## src/hdl/bal_pkg.sv

```systemverilog
// ----------------------------------------------------------------------------
// bal_pkg: shared types and codes for the bounded array list
// Capacity, field widths, command and status codes, item and memory structs.
// ----------------------------------------------------------------------------
`default_nettype none

package bal_pkg;

  localparam int unsigned CAPACITY = 8;

  // store index and element count widths follow the capacity
  localparam int unsigned IDX_W = $clog2(CAPACITY);
  localparam int unsigned CNT_W = $clog2(CAPACITY + 1);

  // fixed field widths
  localparam int unsigned CMD_W   = 2;
  localparam int unsigned VAL_W   = 32;
  localparam int unsigned POS_W   = 3;
  localparam int unsigned STAT_W  = 3;
  localparam int unsigned FOUND_W = 3;
  localparam int unsigned ECNT_W  = 4;

  // common width for comparing a position against the count
  localparam int unsigned CMP_W = (CNT_W > POS_W) ? CNT_W : POS_W;

  localparam logic [CMD_W-1:0] CMD_APPEND = 2'd0;
  localparam logic [CMD_W-1:0] CMD_REMOVE = 2'd1;
  localparam logic [CMD_W-1:0] CMD_SEARCH = 2'd2;

  localparam logic [STAT_W-1:0] ST_OK       = 3'd0;
  localparam logic [STAT_W-1:0] ST_FULL     = 3'd1;
  localparam logic [STAT_W-1:0] ST_EMPTY    = 3'd2;
  localparam logic [STAT_W-1:0] ST_BADIDX   = 3'd3;
  localparam logic [STAT_W-1:0] ST_NOTFOUND = 3'd4;

  typedef struct packed {
    logic [CMD_W-1:0]        command;
    logic signed [VAL_W-1:0] value;
    logic [POS_W-1:0]        position;
  } in_item_t;

  typedef struct packed {
    logic [STAT_W-1:0]       status;
    logic signed [VAL_W-1:0] removed_value;
    logic [FOUND_W-1:0]      found_position;
    logic [ECNT_W-1:0]       element_count;
  } out_item_t;

  typedef struct packed {
    logic             we;
    logic [IDX_W-1:0] waddr;
    logic [VAL_W-1:0] wdata;
    logic             re;
    logic [IDX_W-1:0] raddr;
  } mem_req_t;

endpackage

`default_nettype wire

```

## src/hdl/bounded_array_list.sv

```systemverilog
// ----------------------------------------------------------------------------
// bounded_array_list: fixed-capacity ordered list of signed words
// Append, remove by position with shift-down, and first-match search.
// ----------------------------------------------------------------------------
//  channel | handshake              | payload
//  --------+------------------------+------------------------------
//  in      | in_valid_i / in_ready_o  | in_i  (command, value, position)
//  out     | out_valid_o / out_ready_i| out_o (status, removed_value,
//          |                        |        found_position, element_count)
//
//  Append and every rejected command go from accept straight to the result.
//  Remove at position p reads the word at p, then moves each word above it down:
//  one store read per moved word and one write, through the single store port pair.
//  Search reads from index 0 up to the first hit or the end of the list: one
//  compare per cycle on the registered read data.
//  Reset empties the list at once; no clearing pass. A stalled result sits in
//  the output register while the next item is taken and worked on.
// ----------------------------------------------------------------------------
`default_nettype none

module bounded_array_list (
  input  logic               clk_i,
  input  logic               rst_ni,
  input  logic               in_valid_i,
  output logic               in_ready_o,
  input  bal_pkg::in_item_t  in_i,
  output logic               out_valid_o,
  input  logic               out_ready_i,
  output bal_pkg::out_item_t out_o
);
  import bal_pkg::*;

  mem_req_t         mem_req;
  logic [VAL_W-1:0] mem_rdata;
  logic             res_valid;
  logic             res_ready;
  out_item_t        res;
  logic             out_vld_q;
  out_item_t        out_q;

  bal_mem u_mem (
    .clk_i   (clk_i),
    .req_i   (mem_req),
    .rdata_o (mem_rdata)
  );

  bal_ctrl u_ctrl (
    .clk_i       (clk_i),
    .rst_ni      (rst_ni),
    .in_valid_i  (in_valid_i),
    .in_ready_o  (in_ready_o),
    .in_i        (in_i),
    .res_valid_o (res_valid),
    .res_ready_i (res_ready),
    .res_o       (res),
    .mem_req_o   (mem_req),
    .mem_rdata_i (mem_rdata)
  );

  // take a new result when the output slot is empty or draining
  assign res_ready = !out_vld_q || out_ready_i;

  always_ff @(posedge clk_i or negedge rst_ni) begin
    if (!rst_ni) begin
      out_vld_q <= 1'b0;
    end else if (res_valid && res_ready) begin
      out_vld_q <= 1'b1;
    end else if (out_ready_i) begin
      out_vld_q <= 1'b0;
    end
  end

  always_ff @(posedge clk_i) begin
    if (res_valid && res_ready) begin
      out_q <= res;
    end
  end

  assign out_valid_o = out_vld_q;
  assign out_o       = out_q;

  a_busy_after_accept: assert property (@(posedge clk_i) disable iff (!rst_ni)
    in_valid_i && in_ready_o |=> !in_ready_o)
    else $error("sequencer ready right after taking an item");

  a_fail_clears_data: assert property (@(posedge clk_i) disable iff (!rst_ni)
    out_valid_o && out_o.status != ST_OK |->
      out_o.removed_value == '0 && out_o.found_position == '0)
    else $error("failed command carries data");

  a_full_count: assert property (@(posedge clk_i) disable iff (!rst_ni)
    out_valid_o && out_o.status == ST_FULL |->
      out_o.element_count == ECNT_W'(CAPACITY))
    else $error("full status with list not at capacity");

endmodule

`default_nettype wire

```

## src/hdl/bal_mem.sv

```systemverilog
// ----------------------------------------------------------------------------
// bal_mem: element store
// One write port and one read port with registered read data.
// ----------------------------------------------------------------------------
`default_nettype none

module bal_mem (
  input  logic                              clk_i,
  input  bal_pkg::mem_req_t                 req_i,
  output logic [bal_pkg::VAL_W-1:0]         rdata_o
);
  import bal_pkg::*;

  logic [VAL_W-1:0] mem_q [CAPACITY];
  logic [VAL_W-1:0] rdata_q;

  always_ff @(posedge clk_i) begin
    if (req_i.we) begin
      mem_q[req_i.waddr] <= req_i.wdata;
    end
  end

  always_ff @(posedge clk_i) begin
    if (req_i.re) begin
      rdata_q <= mem_q[req_i.raddr];
    end
  end

  assign rdata_o = rdata_q;

endmodule

`default_nettype wire

```

## src/hdl/bal_ctrl.sv

```systemverilog
// ----------------------------------------------------------------------------
// bal_ctrl: command sequencer
// Steps one command at a time through the store using an index increment
// and count compare shared by remove and search, and a value compare.
// ----------------------------------------------------------------------------
`default_nettype none

module bal_ctrl (
  input  logic                      clk_i,
  input  logic                      rst_ni,
  input  logic                      in_valid_i,
  output logic                      in_ready_o,
  input  bal_pkg::in_item_t         in_i,
  output logic                      res_valid_o,
  input  logic                      res_ready_i,
  output bal_pkg::out_item_t        res_o,
  output bal_pkg::mem_req_t         mem_req_o,
  input  logic [bal_pkg::VAL_W-1:0] mem_rdata_i
);
  import bal_pkg::*;

  localparam logic [2:0] S_IDLE    = 3'd0;
  localparam logic [2:0] S_RM_TAKE = 3'd1;
  localparam logic [2:0] S_SH_WR   = 3'd2;
  localparam logic [2:0] S_SH_CHK  = 3'd3;
  localparam logic [2:0] S_SR_CMP  = 3'd4;
  localparam logic [2:0] S_DONE    = 3'd5;

  logic [2:0]         state_q, state_d;
  logic [CNT_W-1:0]   cnt_q, cnt_d;
  logic [IDX_W-1:0]   idx_q, idx_d;
  logic [VAL_W-1:0]   val_q, val_d;
  logic [STAT_W-1:0]  status_q, status_d;
  logic [VAL_W-1:0]   removed_q, removed_d;
  logic [FOUND_W-1:0] found_q, found_d;

  logic [CNT_W-1:0]   nxt;
  logic               more;
  logic               hit;
  logic               full;
  logic               empty;
  logic               pos_ok;
  logic               accept;

  // next index and bound check against the count, shared by remove and search; word compare for search
  assign nxt    = CNT_W'(idx_q) + CNT_W'(1);
  assign more   = nxt < cnt_q;
  assign hit    = mem_rdata_i == val_q;
  assign full   = cnt_q == CNT_W'(CAPACITY);
  assign empty  = cnt_q == '0;
  assign pos_ok = CMP_W'(in_i.position) < CMP_W'(cnt_q);

  assign in_ready_o = state_q == S_IDLE;
  assign accept     = in_valid_i && in_ready_o;

  always_comb begin
    state_d   = state_q;
    cnt_d     = cnt_q;
    idx_d     = idx_q;
    val_d     = val_q;
    status_d  = status_q;
    removed_d = removed_q;
    found_d   = found_q;
    mem_req_o = '0;

    unique case (state_q)
      S_IDLE: begin
        if (accept) begin
          val_d     = in_i.value;
          status_d  = ST_OK;
          removed_d = '0;
          found_d   = '0;
          state_d   = S_DONE;
          case (in_i.command)
            CMD_APPEND: begin
              if (full) begin
                status_d = ST_FULL;
              end else begin
                mem_req_o.we    = 1'b1;
                mem_req_o.waddr = IDX_W'(cnt_q);
                mem_req_o.wdata = in_i.value;
                cnt_d           = cnt_q + CNT_W'(1);
              end
            end
            CMD_REMOVE: begin
              if (empty) begin
                status_d = ST_EMPTY;
              end else if (!pos_ok) begin
                status_d = ST_BADIDX;
              end else begin
                mem_req_o.re    = 1'b1;
                mem_req_o.raddr = IDX_W'(in_i.position);
                idx_d           = IDX_W'(in_i.position);
                state_d         = S_RM_TAKE;
              end
            end
            CMD_SEARCH: begin
              if (empty) begin
                status_d = ST_NOTFOUND;
              end else begin
                mem_req_o.re    = 1'b1;
                mem_req_o.raddr = '0;
                idx_d           = '0;
                state_d         = S_SR_CMP;
              end
            end
            default: ;
          endcase
        end
      end

      S_RM_TAKE, S_SH_CHK: begin
        if (state_q == S_RM_TAKE) begin
          removed_d = mem_rdata_i;
        end
        // fetch the next word to move down, or close the gap
        if (more) begin
          mem_req_o.re    = 1'b1;
          mem_req_o.raddr = IDX_W'(nxt);
          state_d         = S_SH_WR;
        end else begin
          cnt_d   = cnt_q - CNT_W'(1);
          state_d = S_DONE;
        end
      end

      S_SH_WR: begin
        mem_req_o.we    = 1'b1;
        mem_req_o.waddr = idx_q;
        mem_req_o.wdata = mem_rdata_i;
        idx_d           = IDX_W'(nxt);
        state_d         = S_SH_CHK;
      end

      S_SR_CMP: begin
        if (hit) begin
          found_d = FOUND_W'(idx_q);
          state_d = S_DONE;
        end else if (more) begin
          mem_req_o.re    = 1'b1;
          mem_req_o.raddr = IDX_W'(nxt);
          idx_d           = IDX_W'(nxt);
        end else begin
          status_d = ST_NOTFOUND;
          state_d  = S_DONE;
        end
      end

      S_DONE: begin
        if (res_ready_i) begin
          state_d = S_IDLE;
        end
      end

      default: state_d = S_IDLE;
    endcase
  end

  always_ff @(posedge clk_i or negedge rst_ni) begin
    if (!rst_ni) begin
      state_q <= S_IDLE;
      cnt_q   <= '0;
    end else begin
      state_q <= state_d;
      cnt_q   <= cnt_d;
    end
  end

  always_ff @(posedge clk_i) begin
    idx_q     <= idx_d;
    val_q     <= val_d;
    status_q  <= status_d;
    removed_q <= removed_d;
    found_q   <= found_d;
  end

  assign res_valid_o          = state_q == S_DONE;
  assign res_o.status         = status_q;
  assign res_o.removed_value  = removed_q;
  assign res_o.found_position = found_q;
  assign res_o.element_count  = ECNT_W'(cnt_q);

endmodule

`default_nettype wire

```

## config.mk

```make
export PLATFORM = sky130hd
export DESIGN_NAME = bounded_array_list
export DESIGN_NICKNAME = d
export VERILOG_FILES = /design/src/hdl/bal_pkg.sv /design/src/hdl/bounded_array_list.sv /design/src/hdl/bal_mem.sv /design/src/hdl/bal_ctrl.sv
export SDC_FILE = /design/constraint.sdc
export NUM_CORES = 1
export LEC_CHECK = 0
export BUFFER_PORTS_ARGS = -buffer_cell sky130_fd_sc_hd__buf_4
export CAP_MARGIN = 5
export CORE_ASPECT_RATIO = 0.8
export CORE_UTILIZATION = 40
export DETAILED_ROUTE_END_ITERATION = 10
export MAX_ROUTING_LAYER = met4
export SLEW_MARGIN = 40
export SYNTH_ARGS = -nofsm -noshare
export SYNTH_HDL_FRONTEND = slang
export SYNTH_SLANG_ARGS = --single-unit
```

## constraint.sdc

```tcl
create_clock -name clk_i -period 7.49 [get_ports clk_i]
set_input_delay 0.3745 -clock clk_i [delete_from_list [all_inputs] [get_ports clk_i]]
set_output_delay 0.3745 -clock clk_i [all_outputs]
set_load 0.02 [all_outputs]
```

==> results.json <==
{
  "grt_pass1_wl_um": 55580,
  "synthDistinctLibCells": 56,
  "yosysWarnings": 0,
  "cp_max_fo": 41,
  "drive_above_1_share_pct": 23.32,
  "placement.io_buffers": 84,
  "holdWs_ns": 0.02344,
  "wire_per_inst_um": 22.34,
  "period_minus_slack_ns": 4.127,
  "worst_slew_pin_slew_ns": 0.8439,
  "yosys.area.top_type": "edfxtp_1",
  "critPathMostFrequentCell": "ha_1",
  "ys_async_sr_fraction_pct": 1.946,
  "power_density_nw_per_um2": 430.5,
  "peakVddDrop_uv": 221.5,
  "syn_area_per_cell_um2": 16.91,
  "track_usage_pct": 18.27,
  "synth_area_leaders": "edfxtp_1 74%, mux2_4 2.7%, mux2i_1 2.0%",
  "slowest_stage": "buf_4",
  "yosysMostFrequentCell": "edfxtp_1",
  "ys_top_cells_by_count": "403 x edfxtp_1, 77 x nand2_1, 55 x nor2_1, 38 x and2_1, 34 x xor2_1",
  "areaGrowthSynthToFinish_pct": 17.95,
  "numCtsBuffers": 42,
  "num_vias": 8838,
  "ant_nets": 0,
  "finalCritPeriodShare_pct": 55.10,
  "synth_nets": 1025,
  "gp_congestion": 0.8356,
  "yosys.area.top_type_share_pct": 73.72,
  "clockBufferDepth": 3,
  "final_max_slew_viol_count": 0,
  "fp.dieArea_um2": 41860,
  "synth-edff-count": 403,
  "setup_violations": 0,
  "critPathLaunchType": "flop",
  "slowest_delay_ns": 0.57,
  "fp.dieH_um": 183.2,
  "clk_latency_ns": 0.55,
  "clock-sinks": 411,
  "drt_iter0_markers": 701,
  "status": "complete, no violations",
  "row_count": 65,
  "htreeDepth": 2,
  "yosys_register_bits": 411,
  "antennaDiodeCount": 0,
  "clockRootBuffer": "clkbuf_16",
  "netlist_area_um2": 16420,
  "dp_hpwl_um": 21950,
  "max_cap_viol_count": 0,
  "fin_nets": 1143,
  "worstSetupPathType": "flop to flop",
  "ctsResizeCount": 0,
  "p_leak_nw": 6.867,
  "required_ns": 7.78,
  "fin_skew_ns": 0.02020,
  "cts_tree": "yes",
  "fmax_mhz": 242.3,
  "antenna_found_initial": 0,
  "drtPass1Iterations": 5,
  "first_global_vias": 8767,
  "core_region_area_um2": 39930,
  "slew_headroom_pct": 43.74,
  "synth-main-ff-cell": "edfxtp_1",
  "vias_per_cell": 5.340,
  "start_util_pct": 41.11,
  "io_pins": 85,
  "hold_class": "input port to flop",
  "rsz0062_at_grt": "no",
  "die_w_um": 228.5,
  "grt_max_degree": 42,
  "finalHoldViolations": 0,
  "path_cells": "ha_1, xnor2_1, inv_1, ha_1, o21ai_0, a21o_1, a32oi_1, and2_4, buf_4, mux2_2, o22ai_1, nor2_1",
  "setup_tns_ns": 0,
  "wirelength_um": 36980,
  "remaining_drc_errors": 0,
  "syn_inst": 971,
  "synth-seq-area-share_pct": 74.94,
  "crit_arrival_ns": 4.42,
  "end_kind": "flop",
  "clkTransAtPathRegs_ns": 0.06,
  "overflow": 0
}
[final cells by class]
class,count,area (um2)
clock buffer,49,1099
clock inverter,25,356.6
fill,3357,20570
inverter,10,37.54
multi-input combinational,507,3939
sequential,411,12300
tap,536,670.6
timing repair buffer,117,958.4
[path summary, 6_finish.rpt]
kind	start	end	slack [ns]	depth (start not counted)
max	u_ctrl.idx_q[0]$_DFFE_PP_	u_mem.rdata_o[24]$_DFFE_PP_	3.36	12
min	in_i[14]	u_ctrl.val_q[11]$_DFFE_PP_	0.02	1
max reg2reg	u_ctrl.idx_q[0]$_DFFE_PP_	u_mem.rdata_o[24]$_DFFE_PP_	3.36	12
min reg2reg	u_ctrl.removed_q[29]$_SDFFCE_PP0P_	out_o[36]$_DFFE_PP_	0.42	0
max in group asynchronous	rst_ni	u_ctrl.cnt_q[3]$_DFFE_PN0P_	7.15	2
min in group asynchronous	rst_ni	u_ctrl.state_q[1]$_DFFE_PN0P_	0.21	2
[metrics by stage]
| stage | total power [mW] | setup slack, ns | util (%) | area (um2) | instances |
|---|---|---|---|---|---|
| 5_1_grt | 8.728 | 3.152 | 48.49 | 19360 | 1655 |
| 2_1_floorplan | 5.295 | 2.066 | - | 16420 | 971 |
| 4_1_cts | 8.410 | 3.400 | 48.46 | 19350 | 1654 |
| 6_report | 8.336 | 3.363 | 48.49 | 19360 | 1655 |
| 3_3_place_gp | 6.107 | 3.056 | 44.42 | 17740 | 1570 |
| 3_5_place_dp | 6.187 | 3.417 | 44.72 | 17860 | 1576 |
[registers in the layout, indices dropped and copies added (netlist names)]
signal,flops
u_ctrl.idx_q,3
u_ctrl.removed_q,32
u_mem.rdata_o,32
u_ctrl.cnt_q,4
u_ctrl.val_q,32
u_ctrl.found_q,3
u_mem.mem_q,256
out_valid_o,1
out_o,42
u_ctrl.status_q,3
u_ctrl.state_q,3
[layout by cell type, fill, tap and decap left out, types with 4 or more instances in the layout]
master / n
edfxtp_1: 403
buf_4: 106
nand2_1: 76
nor2_1: 48
clkbuf_16: 43
and2_1: 37
xor2_1: 34
o22ai_1: 33
mux2i_1: 33
a22o_1: 32
a32o_1: 32
mux2_4: 30
mux2_2: 28
ha_1: 12
a21oi_1: 10
inv_1: 9
nor4_1: 9
nand3_1: 9
bufinv_16: 9
dfrtp_1: 8
o21ai_0: 7
mux2_1: 7
nor2_4: 7
clkinv_1: 6
clkbuf_1: 6
clkinv_2: 5
dlygate4sd3_1: 5
nor3_1: 4
nand4_1: 4
nor3_2: 4
a22oi_1: 4
clkinvlp_4: 4
[routing by layer]
layer,share of wire [%],up-vias,GRT usage [%],wire [um]
met4,2.1,0,4.940,781
met2,46,233,27.98,17180
met3,5.0,53,3.141,1835
met5,0,-,-,0
li1,-,4010,-,-
met1,46,4542,25.23,17180
[logic make-up after synthesis]
logic type | after synthesis | share of synthesized area, %
xor gates and xnor gates | 37 | 1.974
muxes | 98 | 7.157
DFF | 411 | 74.94
AOI/OAI and AO/OA | 141 | 6.776
buffers and inverters | 53 | 1.745
and+or+nand+nor | 218 | 6.372
adders and majority gates | 13 | 1.037
[worst max-delay path: cells and delay by family (launching register included)]
kind,cells,cell delay (ns)
buffers and inverters,2,0.72
muxes,1,0.41
AOI/OAI and AO/OA,4,0.91
adders and majority gates,2,0.56
xor gates and xnor gates,1,0.32
and+or+nand+nor,2,0.44
DFF,1,0.47
[power breakdown]
part	leakage (nW)	internal, mW	switching (mW)
Combinational	2.35	1.02	1.68
Sequential	3.82	3.20	0.232
Clock	0.698	1.36	0.848
Total	6.87	5.58	2.76
[what timing repair did]
action | in CTS | in global routing
endpoints found under the hold margin | 11 | 1
setup buffers | 0 | 0
hold buffers | 4 | 1
Power figures use the tool's default switching activity.
